`src/sv/assert_macros.svh`:
```
// assertion macros shared by the rtl modules
`ifndef ASSERT_MACROS_SVH
`define ASSERT_MACROS_SVH

`ifndef SYNTHESIS

`define ASSERT_CLK(lbl, clk, rst_n, prop) \
    lbl: assert property (@(posedge clk) disable iff (!rst_n) prop) \
        else $error("%m: assertion failed");

`define ASSERT_NEVER(lbl, clk, rst_n, cond) \
    lbl: assert property (@(posedge clk) disable iff (!rst_n) !(cond)) \
        else $error("%m: forbidden condition seen");

`else

`define ASSERT_CLK(lbl, clk, rst_n, prop)
`define ASSERT_NEVER(lbl, clk, rst_n, cond)

`endif

`endif

```
`src/sv/imp_pkg.sv`:
```
// shared types and constants for the integer matrix power block
package imp_pkg;

    localparam int DIM     = 4;
    localparam int IDX_W   = $clog2(DIM);
    localparam int ELEM_W  = 2 * IDX_W;
    localparam int CNT_W   = 3 * IDX_W;
    localparam int SLOT_W  = 2;
    localparam int ADDR_W  = SLOT_W + ELEM_W;
    localparam int DATA_W  = 32;
    localparam int POW_W   = 31;

    typedef logic [SLOT_W-1:0] slot_t;

    // slot 0 holds the loaded base, slots 1 to 3 are working matrices
    localparam slot_t BASE_SLOT = slot_t'(0);

    typedef struct packed {
        logic  load;
        logic  mul_go;
        logic  emit_go;
        logic  ident;
        slot_t a_slot;
        slot_t b_slot;
        slot_t d_slot;
    } cmd_t;

    typedef struct packed {
        logic mul_done;
        logic emit_done;
    } sts_t;

endpackage

```
`src/sv/imp_dpath.sv`:
```
// datapath: matrix memory, multiply-accumulate pipeline and result output
`include "assert_macros.svh"

module imp_dpath (
    input  logic                                clk,
    input  logic                                rst_n,
    input  imp_pkg::cmd_t                       cmd,
    input  logic [imp_pkg::IDX_W-1:0]           row,
    input  logic [imp_pkg::IDX_W-1:0]           col,
    input  logic signed [imp_pkg::DATA_W-1:0]   value,
    output imp_pkg::sts_t                       sts,
    output logic                                out_valid,
    output logic [imp_pkg::IDX_W-1:0]           out_row,
    output logic [imp_pkg::IDX_W-1:0]           out_col,
    output logic signed [imp_pkg::DATA_W-1:0]   out_value,
    output logic                                last
);
    import imp_pkg::*;

    localparam logic [CNT_W-1:0]  MUL_LAST  = {CNT_W{1'b1}};
    localparam logic [ELEM_W-1:0] ELEM_LAST = {ELEM_W{1'b1}};
    localparam logic [IDX_W-1:0]  K_LAST    = {IDX_W{1'b1}};

    logic [DATA_W-1:0]   mem [2**ADDR_W];
    logic [DATA_W-1:0]   rd0_reg;
    logic [DATA_W-1:0]   rd1_reg;
    logic [ADDR_W-1:0]   raddr0;
    logic [ADDR_W-1:0]   raddr1;
    logic                we;
    logic [ADDR_W-1:0]   waddr;
    logic [DATA_W-1:0]   wdata;

    logic                mul_act_reg;
    logic                emit_act_reg;
    logic [CNT_W-1:0]    cnt_reg;

    logic                s1_mul_reg;
    logic                s1_emit_reg;
    logic [IDX_W-1:0]    s1_k_reg;
    logic [ELEM_W-1:0]   s1_e_reg;

    logic                s2_mul_reg;
    logic [IDX_W-1:0]    s2_k_reg;
    logic [ELEM_W-1:0]   s2_e_reg;
    logic [DATA_W-1:0]   prod_reg;
    logic [DATA_W-1:0]   prod_full;

    logic [DATA_W-1:0]   sum_reg;
    logic [DATA_W-1:0]   sum_next;
    logic                sum_wr;

    logic                out_valid_reg;
    logic [IDX_W-1:0]    out_row_reg;
    logic [IDX_W-1:0]    out_col_reg;
    logic [DATA_W-1:0]   out_value_reg;
    logic                last_reg;
    logic [DATA_W-1:0]   emit_value;

    // product element (r, c) walks k fastest: cnt = {r, c, k}
    always_comb
    begin
        if (emit_act_reg)
        begin
            raddr0 = {cmd.a_slot, cnt_reg[ELEM_W-1:0]};
        end
        else
        begin
            raddr0 = {cmd.a_slot, cnt_reg[CNT_W-1:ELEM_W], cnt_reg[IDX_W-1:0]};
        end
        raddr1 = {cmd.b_slot, cnt_reg[IDX_W-1:0], cnt_reg[ELEM_W-1:IDX_W]};
    end

    assign prod_full = rd0_reg * rd1_reg;
    assign sum_next  = ((s2_k_reg == '0) ? '0 : sum_reg) + prod_reg;
    assign sum_wr    = s2_mul_reg && (s2_k_reg == K_LAST);

    always_comb
    begin
        if (sum_wr)
        begin
            we    = 1'b1;
            waddr = {cmd.d_slot, s2_e_reg};
            wdata = sum_next;
        end
        else
        begin
            we    = cmd.load;
            waddr = {BASE_SLOT, row, col};
            wdata = value;
        end
    end

    always_ff @(posedge clk)
    begin
        if (we)
        begin
            mem[waddr] <= wdata;
        end
        rd0_reg <= mem[raddr0];
        rd1_reg <= mem[raddr1];
    end

    // sequencing of the read addresses
    always_ff @(posedge clk or negedge rst_n)
    begin
        if (!rst_n)
        begin
            mul_act_reg  <= 1'b0;
            emit_act_reg <= 1'b0;
            cnt_reg      <= '0;
            s1_mul_reg   <= 1'b0;
            s1_emit_reg  <= 1'b0;
            s2_mul_reg   <= 1'b0;
        end
        else
        begin
            s1_mul_reg  <= mul_act_reg;
            s1_emit_reg <= emit_act_reg;
            s2_mul_reg  <= s1_mul_reg;
            if (cmd.mul_go)
            begin
                mul_act_reg <= 1'b1;
                cnt_reg     <= '0;
            end
            else if (cmd.emit_go)
            begin
                emit_act_reg <= 1'b1;
                cnt_reg      <= '0;
            end
            else if (mul_act_reg)
            begin
                cnt_reg <= cnt_reg + 1'b1;
                if (cnt_reg == MUL_LAST)
                begin
                    mul_act_reg <= 1'b0;
                end
            end
            else if (emit_act_reg)
            begin
                cnt_reg <= cnt_reg + 1'b1;
                if (cnt_reg[ELEM_W-1:0] == ELEM_LAST)
                begin
                    emit_act_reg <= 1'b0;
                end
            end
        end
    end

    always_ff @(posedge clk)
    begin
        if (emit_act_reg)
        begin
            s1_e_reg <= cnt_reg[ELEM_W-1:0];
        end
        else
        begin
            s1_e_reg <= cnt_reg[CNT_W-1:IDX_W];
        end
        s1_k_reg <= cnt_reg[IDX_W-1:0];
        s2_k_reg <= s1_k_reg;
        s2_e_reg <= s1_e_reg;
        prod_reg <= prod_full;
        if (s2_mul_reg)
        begin
            sum_reg <= sum_next;
        end
    end

    // identity result when no multiply ever touched the accumulator
    assign emit_value = cmd.ident
        ? {{(DATA_W-1){1'b0}}, s1_e_reg[ELEM_W-1:IDX_W] == s1_e_reg[IDX_W-1:0]}
        : rd0_reg;

    always_ff @(posedge clk or negedge rst_n)
    begin
        if (!rst_n)
        begin
            out_valid_reg <= 1'b0;
        end
        else
        begin
            out_valid_reg <= s1_emit_reg;
        end
    end

    always_ff @(posedge clk)
    begin
        if (s1_emit_reg)
        begin
            out_row_reg   <= s1_e_reg[ELEM_W-1:IDX_W];
            out_col_reg   <= s1_e_reg[IDX_W-1:0];
            out_value_reg <= emit_value;
            last_reg      <= (s1_e_reg == ELEM_LAST);
        end
    end

    assign sts.mul_done  = sum_wr && (s2_e_reg == ELEM_LAST);
    assign sts.emit_done = s1_emit_reg && (s1_e_reg == ELEM_LAST);

    assign out_valid = out_valid_reg;
    assign out_row   = out_row_reg;
    assign out_col   = out_col_reg;
    assign out_value = out_value_reg;
    assign last      = last_reg;

    `ASSERT_NEVER(a_mul_and_emit, clk, rst_n, mul_act_reg && emit_act_reg)
    `ASSERT_CLK(a_no_base_overwrite, clk, rst_n, sum_wr |-> (cmd.d_slot != BASE_SLOT))
    `ASSERT_CLK(a_last_ends_burst, clk, rst_n, (out_valid_reg && last_reg) |=> !out_valid_reg)

endmodule

```
`src/sv/imp_ctrl.sv`:
```
// controller: exponent bookkeeping, matrix slot assignment and sequencing
`include "assert_macros.svh"

module imp_ctrl (
    input  logic                        clk,
    input  logic                        rst_n,
    input  logic                        start,
    input  logic                        mode,
    input  logic [imp_pkg::POW_W-1:0]   exponent,
    input  imp_pkg::sts_t               sts,
    output imp_pkg::cmd_t               cmd,
    output logic                        busy
);
    import imp_pkg::*;

    typedef enum logic [3:0] {
        ST_IDLE   = 4'b0001,
        ST_DECIDE = 4'b0010,
        ST_MUL    = 4'b0100,
        ST_EMIT   = 4'b1000
    } state_t;

    state_t            state_reg;
    state_t            state_next;
    logic [POW_W-1:0]  pow_reg;
    logic [POW_W-1:0]  pow_next;
    slot_t             acc_reg;
    slot_t             acc_next;
    slot_t             scr_reg;
    slot_t             scr_next;
    slot_t             dst_reg;
    slot_t             dst_next;
    logic              ident_reg;
    logic              ident_next;
    logic              square_reg;
    logic              square_next;
    slot_t             free_slot;
    logic              accept;
    logic              dst_ok;

    // a working slot held by neither the accumulator nor the base
    function automatic slot_t pick_free(input slot_t a, input slot_t b);
        slot_t s;
        s = slot_t'(3);
        if (a != slot_t'(2) && b != slot_t'(2))
        begin
            s = slot_t'(2);
        end
        if (a != slot_t'(1) && b != slot_t'(1))
        begin
            s = slot_t'(1);
        end
        return s;
    endfunction

    assign free_slot = pick_free(acc_reg, scr_reg);
    assign busy      = (state_reg != ST_IDLE);
    assign accept    = start && !busy;

    always_comb
    begin
        state_next  = state_reg;
        pow_next    = pow_reg;
        acc_next    = acc_reg;
        scr_next    = scr_reg;
        dst_next    = dst_reg;
        ident_next  = ident_reg;
        square_next = square_reg;
        cmd.load    = 1'b0;
        cmd.mul_go  = 1'b0;
        cmd.emit_go = 1'b0;
        // operand a is the working base (the accumulator while emitting), b is the base again when squaring
        cmd.ident   = ident_reg;
        cmd.a_slot  = (state_reg == ST_EMIT) ? acc_reg : scr_reg;
        cmd.b_slot  = square_reg ? scr_reg : acc_reg;
        cmd.d_slot  = dst_reg;
        unique case (state_reg)
            ST_IDLE:
            begin
                if (accept && mode)
                begin
                    pow_next   = exponent;
                    scr_next   = BASE_SLOT;
                    acc_next   = BASE_SLOT;
                    ident_next = 1'b1;
                    state_next = ST_DECIDE;
                end
                else if (accept)
                begin
                    cmd.load = 1'b1;
                end
            end
            ST_DECIDE:
            begin
                if (pow_reg == '0)
                begin
                    cmd.emit_go = 1'b1;
                    state_next  = ST_EMIT;
                end
                else if (pow_reg[0] && ident_reg)
                begin
                    // identity times base is the base itself: just alias it
                    acc_next   = scr_reg;
                    ident_next = 1'b0;
                    pow_next   = pow_reg - 1'b1;
                end
                else
                begin
                    cmd.mul_go  = 1'b1;
                    dst_next    = free_slot;
                    square_next = !pow_reg[0];
                    state_next  = ST_MUL;
                end
            end
            ST_MUL:
            begin
                if (sts.mul_done)
                begin
                    if (square_reg)
                    begin
                        scr_next = dst_reg;
                        pow_next = pow_reg >> 1;
                    end
                    else
                    begin
                        acc_next = dst_reg;
                        pow_next = pow_reg - 1'b1;
                    end
                    state_next = ST_DECIDE;
                end
            end
            ST_EMIT:
            begin
                if (sts.emit_done)
                begin
                    state_next = ST_IDLE;
                end
            end
            default:
            begin
                state_next = ST_IDLE;
            end
        endcase
    end

    always_ff @(posedge clk or negedge rst_n)
    begin
        if (!rst_n)
        begin
            state_reg  <= ST_IDLE;
            pow_reg    <= '0;
            acc_reg    <= BASE_SLOT;
            scr_reg    <= BASE_SLOT;
            dst_reg    <= slot_t'(1);
            ident_reg  <= 1'b1;
            square_reg <= 1'b0;
        end
        else
        begin
            state_reg  <= state_next;
            pow_reg    <= pow_next;
            acc_reg    <= acc_next;
            scr_reg    <= scr_next;
            dst_reg    <= dst_next;
            ident_reg  <= ident_next;
            square_reg <= square_next;
        end
    end

    assign dst_ok = (dst_reg != scr_reg) && (dst_reg != acc_reg) && (dst_reg != BASE_SLOT);

    `ASSERT_CLK(a_mul_done_in_mul, clk, rst_n, sts.mul_done |-> (state_reg == ST_MUL))
    `ASSERT_CLK(a_emit_done_in_emit, clk, rst_n, sts.emit_done |-> (state_reg == ST_EMIT))
    `ASSERT_CLK(a_dst_is_free, clk, rst_n, (state_reg == ST_MUL) |-> dst_ok)

endmodule

```
`src/sv/integer_matrix_power.sv`:
```
// top level of the integer matrix power block
//
//  channel  | ports                                   | handshake
//  ---------+-----------------------------------------+-------------------------
//  request  | mode, row, col, value, exponent         | start high, busy low
//  result   | out_row, out_col, out_value, last       | out_valid, one cycle each
//
// a load request writes one element of the base matrix and busy stays low. a run
// request raises busy until the last result is shown; each matrix multiply streams 64
// multiply-adds through the single 32x32 multiplier: it reads 64 operand pairs, drains
// them through the read and product registers, and returns to the decide state. the
// first odd step is free: it aliases the base, and a zero exponent emits the identity.
// the 16 results come out back to back; the receiver cannot stall them.
// reset clears control state only; the matrix memory needs no clearing pass.

module integer_matrix_power (
    input  logic                                clk,
    input  logic                                rst_n,
    input  logic                                start,
    output logic                                busy,
    input  logic                                mode,
    input  logic [imp_pkg::IDX_W-1:0]           row,
    input  logic [imp_pkg::IDX_W-1:0]           col,
    input  logic signed [imp_pkg::DATA_W-1:0]   value,
    input  logic [imp_pkg::POW_W-1:0]           exponent,
    output logic                                out_valid,
    output logic [imp_pkg::IDX_W-1:0]           out_row,
    output logic [imp_pkg::IDX_W-1:0]           out_col,
    output logic signed [imp_pkg::DATA_W-1:0]   out_value,
    output logic                                last
);
    import imp_pkg::*;

    cmd_t cmd;
    sts_t sts;

    imp_ctrl u_ctrl (
        .clk      (clk),
        .rst_n    (rst_n),
        .start    (start),
        .mode     (mode),
        .exponent (exponent),
        .sts      (sts),
        .cmd      (cmd),
        .busy     (busy)
    );

    imp_dpath u_dpath (
        .clk       (clk),
        .rst_n     (rst_n),
        .cmd       (cmd),
        .row       (row),
        .col       (col),
        .value     (value),
        .sts       (sts),
        .out_valid (out_valid),
        .out_row   (out_row),
        .out_col   (out_col),
        .out_value (out_value),
        .last      (last)
    );

endmodule
```
`config.mk`:
```
export PLATFORM = sky130hd
export DESIGN_NAME = integer_matrix_power
export DESIGN_NICKNAME = d
export VERILOG_FILES = /design/src/sv/imp_pkg.sv /design/src/sv/imp_dpath.sv /design/src/sv/imp_ctrl.sv /design/src/sv/integer_matrix_power.sv
export VERILOG_INCLUDE_DIRS = /design/src /design/src/sv
export SDC_FILE = /design/constraint.sdc
export NUM_CORES = 2
export LEC_CHECK = 0
export ABC_AREA = 0
export BUFFER_PORTS_ARGS = -buffer_cell sky130_fd_sc_hd__buf_2
export CAP_MARGIN = 10
export CORE_MARGIN = 2
export CORE_UTILIZATION = 58
export CTS_CLUSTER_SIZE = 40
export DETAILED_ROUTE_END_ITERATION = 10
export MAX_ROUTING_LAYER = met4
export PLACE_DENSITY = 0.87
export SYNTH_ARGS = -nofsm -noshare
export SYNTH_HDL_FRONTEND = slang
export SYNTH_SLANG_ARGS = --single-unit
```
`constraint.sdc`:
```
create_clock -name clk -period 7.26 [get_ports clk]
set_input_delay 0.363 -clock clk [delete_from_list [all_inputs] [get_ports clk]]
set_output_delay 0.363 -clock clk [all_outputs]
set_load 0.02 [all_outputs]
```
==> Word level (Yosys, flattened, before mapping) <==
Memory sizes are Yosys's and may differ from the RTL's. A register that Yosys moved wholly into a read port is not among the register bits.
Index checks and enable logic that the tools add are counted.
Widths: inputs -> output; s select.
{ "word_totals": {"ff_bits": 168, "memories": 1, "input_bits": 71, "mem_bits_rw": 2048, "output_inout_bits": 39, "word_cells": 138} }
{ "memory_table": {"columns": ["memory", "words", "width", "read_ports", "rd_ports_with_merged_regs", "write_ports", "line", "text"], "rows": [
  ["u_dpath.mem", 64, 32, 2, 2, 1, "imp_dpath.sv:24", "logic [DATA_W-1:0] mem [2**ADDR_W];"]
]} }
{ "classes": {"eq_ne": 25, "bitwise_logic": 3, "reduce_logical": 23, "mux": 57, "mul": 1, "addsub": 3} }
{ "op_table": {"columns": ["cell", "n"], "rows": [
  ["$mux 31", 5],
  ["$pmux 31 s3", 1],
  ["$mux 32", 2],
  ["$add 32x32->32", 1],
  ["$mul 32x32->32", 1],
  ["$logic_not 31->1", 1],
  ["$sub 31x1->31 const B", 1],
  ["$mux 6", 5],
  ["$mux 4", 7],
  ["$mux 1", 22],
  ["$mux 2", 11],
  ["$eq 4x4->1 const B", 4],
  ["$pmux 4 s4", 1],
  ["$ne 2x2->1 const B", 7],
  ["$ne 2x1->1 const B", 6],
  ["$reduce_and 4->1", 3],
  ["$logic_and 1x1->1", 8],
  ["$add 6x1->6 const B", 1],
  ["$eq 6x6->1 const B", 1],
  ["$pmux 2 s3", 1],
  ["$reduce_and 6->1", 1],
  ["$reduce_and 5->1", 1],
  ["$eq 4x1->1 const B", 1],
  ["$eq 4x2->1 const B", 1],
  ["15 further kinds", 19]
]} }

==> Longest topological paths before layout <==
{ "logic_depth": {"ltp_word": 9, "mapped_depth": 27, "depth_no_buf": 25} }

==> Hierarchy <==
A second synthesis with hierarchy kept.
{ "hier_totals": {"cells_unflattened": 7264, "area_unflattened_um2": 120281.6} }
{ "modules_own_cells": {"columns": ["module", "seq_area_each_um2", "area_each_um2", "instances", "cells_each"], "rows": [
  ["imp_dpath", 66033.3, 117317.5, 1, 6912],
  ["imp_ctrl", 1079.8, 2964.1, 1, 352]
]} }

==> Worst setup path before layout <==
OpenSTA, ideal clock, no wires.
{ "synth_timing": {"path_type": "reg-to-reg", "from": "register u_dpath.rd1_reg[2] (read register of u_dpath.mem)", "to": "register u_dpath.prod_reg[30]", "slack_ns": 0.388, "setup_time_ns": 0.127, "t_required_ns": 7.133, "t_arrival_ns": 6.745, "stages_incl_launch_ff": 25, "path_cell_list": "dfxtp_1 > clkbuf_1 > clkbuf_1 > nand2_1 > fa_1 > fa_1 > fa_1 > fa_1 > inv_1 > fa_1 > inv_1 > fa_1 > inv_1 > fa_1 > fa_1 > ha_1 > a21o_1 > a21o_1 > a21oi_1 > o21ai_0 > a21o_1 > a31o_2 > a2111oi_0 > nor3_1 > xor2_1"} }
{ "synth_via": {"elab_chain_len": 1} }
{ "synth_lines": {"columns": ["element", "line", "text"], "rows": [
  ["start: declaration", "imp_dpath.sv:26", "logic [DATA_W-1:0] rd1_reg;"],
  ["$mul 32x32->32", "imp_dpath.sv:73", "assign prod_full = rd0_reg * rd1_reg;"],
  ["named net u_dpath.prod_full[30]", "imp_dpath.sv:46", "logic [DATA_W-1:0] prod_full;"],
  ["end signal: assignment", "imp_dpath.sv:162", "prod_reg <= prod_full;"],
  ["end: declaration", "imp_dpath.sv:45", "logic [DATA_W-1:0] prod_reg;"]
]} }
The timed path passes the listed nets, and every way through them passes these cells.
A chain may end at the register's enable or synchronous reset.

==> Worst setup path after layout <==
{ "layout_timing": {"from": "register u_dpath.rd1_reg[10] (read register of u_dpath.mem)", "to": "register u_dpath.prod_reg[30]"} }
The elaborated chain is that of the path after synthesis.

==> impl_results.md <==
* Final ANT Viol Nets at 0
* Routed wire length at 428,000 um
* Main flop type after synthesis: edfxtp_1
* Max FFs per register at 2,048
* Post-synth ARST share at 2.41%
* EDFF count, synth at 2,117
* Share of layout cells above drive strength 1 at 26.6%
* Final Cycle Share at 97.1%
* Synthesized flop and latch total at 2,280
* Max-Cap Viols at 1
* Slew @ Worst Pin at 1.53 ns
* Synth top area cells: edfxtp_1 (53%), mux4_2 (22%), fa_1 (6.8%)
* Commonest non-fill, non-tap cell in the layout: edfxtp_1
* Tmin final at 7.05 ns
* Cell taking the most area after synthesis: edfxtp_1
* Cell count after synthesis at 7,236
* Crit-path max FO at 10
* Initial antenna violation count at 24
* First-pass GRT wire length at 601,000 um
* Area delta synth->final at 10.7%
* Hold path startpoint: value[11]
* Grt total ovfl at 0
* Arr. time, crit path at 7.83 ns
* Critical path origin: u_dpath.rd1_reg[10]
* Most frequent cells in the layout: edfxtp_1 (2,117), mux4_2 (1,184), nand2_1 (858), fa_1 (409), inv_1 (399)
* Vias per cell at 7.86
* Worst R2R Start: u_dpath.rd1_reg[10]
* Seq/Total Area, Yosys at 56.0%
* Port bufs at 109
* Placed Area at 0.124 sq mm
* Design area at 0.133 sq mm
* H-tree Lvls at 4
* Clk sinks at 2,280
* Maximum root-to-sink buffer count at 3
* # DRC at 1
* Clock Latency Late Sink at 0.95 ns
* DRT iter0 DRCs at 16,900
* FMAX at 142 MHz
* Post-detail-place hpwl at 235,000 um
* Largest net degree at the start of global routing at 164
* Via count at 80,600
* Largest register by flop count: u_dpath.mem
* Final hold violation count at 0
* Crit end category: flop
* Yosys warns at 0
* Die Span Y at 458 um
* Cell variety after synth at 77
* Clock transition at path regs at 0.07 ns
* Post-synth top area share at 53.1%
* Total Nets Final at 7,971
* Die Wd at 458 um
* Status: complete, but fails checks
* CTS buffer count at 224
* Fin. max-slew vios at 18
* Failing checks: design-rule violations, max-capacitance violations, max-slew violations
* Mapped Area at 0.120 sq mm
* CORE AREA at 0.205 sq mm
* Total GRT Usage at 42.2%
* Syn_nets at 7,872
* Setup Skew at 0.0868 ns
* Vias in the first global route at 81,200
* Hold WS at 0.0198 ns
* Initial Util at 58.4%
* # IOs at 110
* Post-CTS setup buffers at 0
* Standard-cell rows at 166
* Syn_area_per_cell at 16.6 sq um
* Placed Cells at 9,743
* CTS root buffer: clkbuf_16
* Pre-antenna DRT Iters at 11
* Final setup violation count at 0
* Routed len/inst at 41.7 um
* Crit start category: flop
* GPL Wtd Cong at 0.939
* Hold Crit Class: in2reg
* Finished Layout Cells at 10,300
* CTS tree: built
* Die ar. at 0.210 sq mm
* Critical path class: reg2reg
* Worst Path Required at 8.04 ns
* Rel. slew slack at -2.05%
critical path, cell delays in order (launching register included):
cell and delay, ns:
dfxtp_1 0.63, nand2_1 0.13, fa_1 0.38, inv_1 0.09, fa_1 0.43, fa_1 0.53, inv_1 0.07, fa_1 0.48
inv_1 0.06, fa_1 0.49, inv_1 0.05, fa_1 0.53, inv_1 0.05, fa_1 0.46, fa_1 0.39, ha_1 0.33
a21o_1 0.21, a21o_1 0.18, a21oi_1 0.17, o21ai_0 0.15, a21o_1 0.20, a31o_2 0.23, a2111oi_0 0.41, nor3_1 0.13
xor2_1 0.15
cells in the mapped netlist, types with 12 or more instances:
cell type  count
nor2b_1       70
edfxtp_1    2117
and2_1       304
nand3_1       19
nor3_1        21
a311oi_1      66
inv_1        400
nand2_1      877
and3_1       137
a21oi_1      140
o21ai_0       96
a21o_1        27
a222oi_1      16
a31oi_1       73
a211oi_1      41
xnor2_1       94
ha_1         156
mux2_2        12
fa_1         409
mux4_2      1184
nor2_1       134
xor2_1        27
clkbuf_1     373
dfxtp_1      108
buf_1        121
dfrtp_1       52
what timing repair did:
action                     in CTS  in global routing
hold buffers                   35                  1
gates resized for setup         0                  8
hold endpoints to repair       87                  2
setup endpoints to repair       0                  3
layout make-up:
cell class	count	area [sq um]
antenna	30	75.1
clock buffer	286	6010
clock inverter	140	1420
fill	12400	72400
inverter	402	1520
multi-input combinational	4046	49900
sequential	2280	67100
tap	2688	3360
timing repair buffer	381	3210
cells by family after synthesis:
family	synth area share [%]
buffers and inverters	2.88
AND/OR/NAND/NOR	6.40
multiplexers	22.4
AO/OA/AOI/OAI	2.91
flip-flops	56.0
adder cells (fa/ha/maj)	8.47
XOR/XNOR	0.885
through the flow:
step	util [%]	setup slack, ns	setup TNS (ns)
6_report	64.7	0.207	0
5_1_grt	64.7	-0.0580	-0.0580
4_1_cts	64.5	0.232	0
3_5_place_dp	60.7	0.245	0
3_3_place_gp	60.6	0.197	0
2_1_floorplan	-	0.388	0
per-layer routing:
metal  wire length [um]  global-route usage, %  up-vias
met5                  0                      -        -
met4              45400                   32.1        0
met3              73400                   17.8     3023
met2             187000                   59.8     9543
met1             122000                   47.4    39700
li1                   -                      -    28400
path summary, 6_finish.rpt:
kind	to	slack, ns	cells past startpoint
worst max-delay path	u_dpath.prod_reg[30]	0.21	24
worst min-delay path	u_dpath.mem[45][11]	0.02	3
worst max register to register	u_dpath.prod_reg[30]	0.21	24
worst min register to register	u_dpath.s2_k_reg[1]	0.33	0
max in group asynchronous	u_dpath.s1_emit_reg	6.52	3
min in group asynchronous	u_ctrl.pow_reg[24]	0.14	3
Power is left out: the tool's default activity adds up to more than one toggle a clock period on the data nets, which glitch-free logic cannot reach.
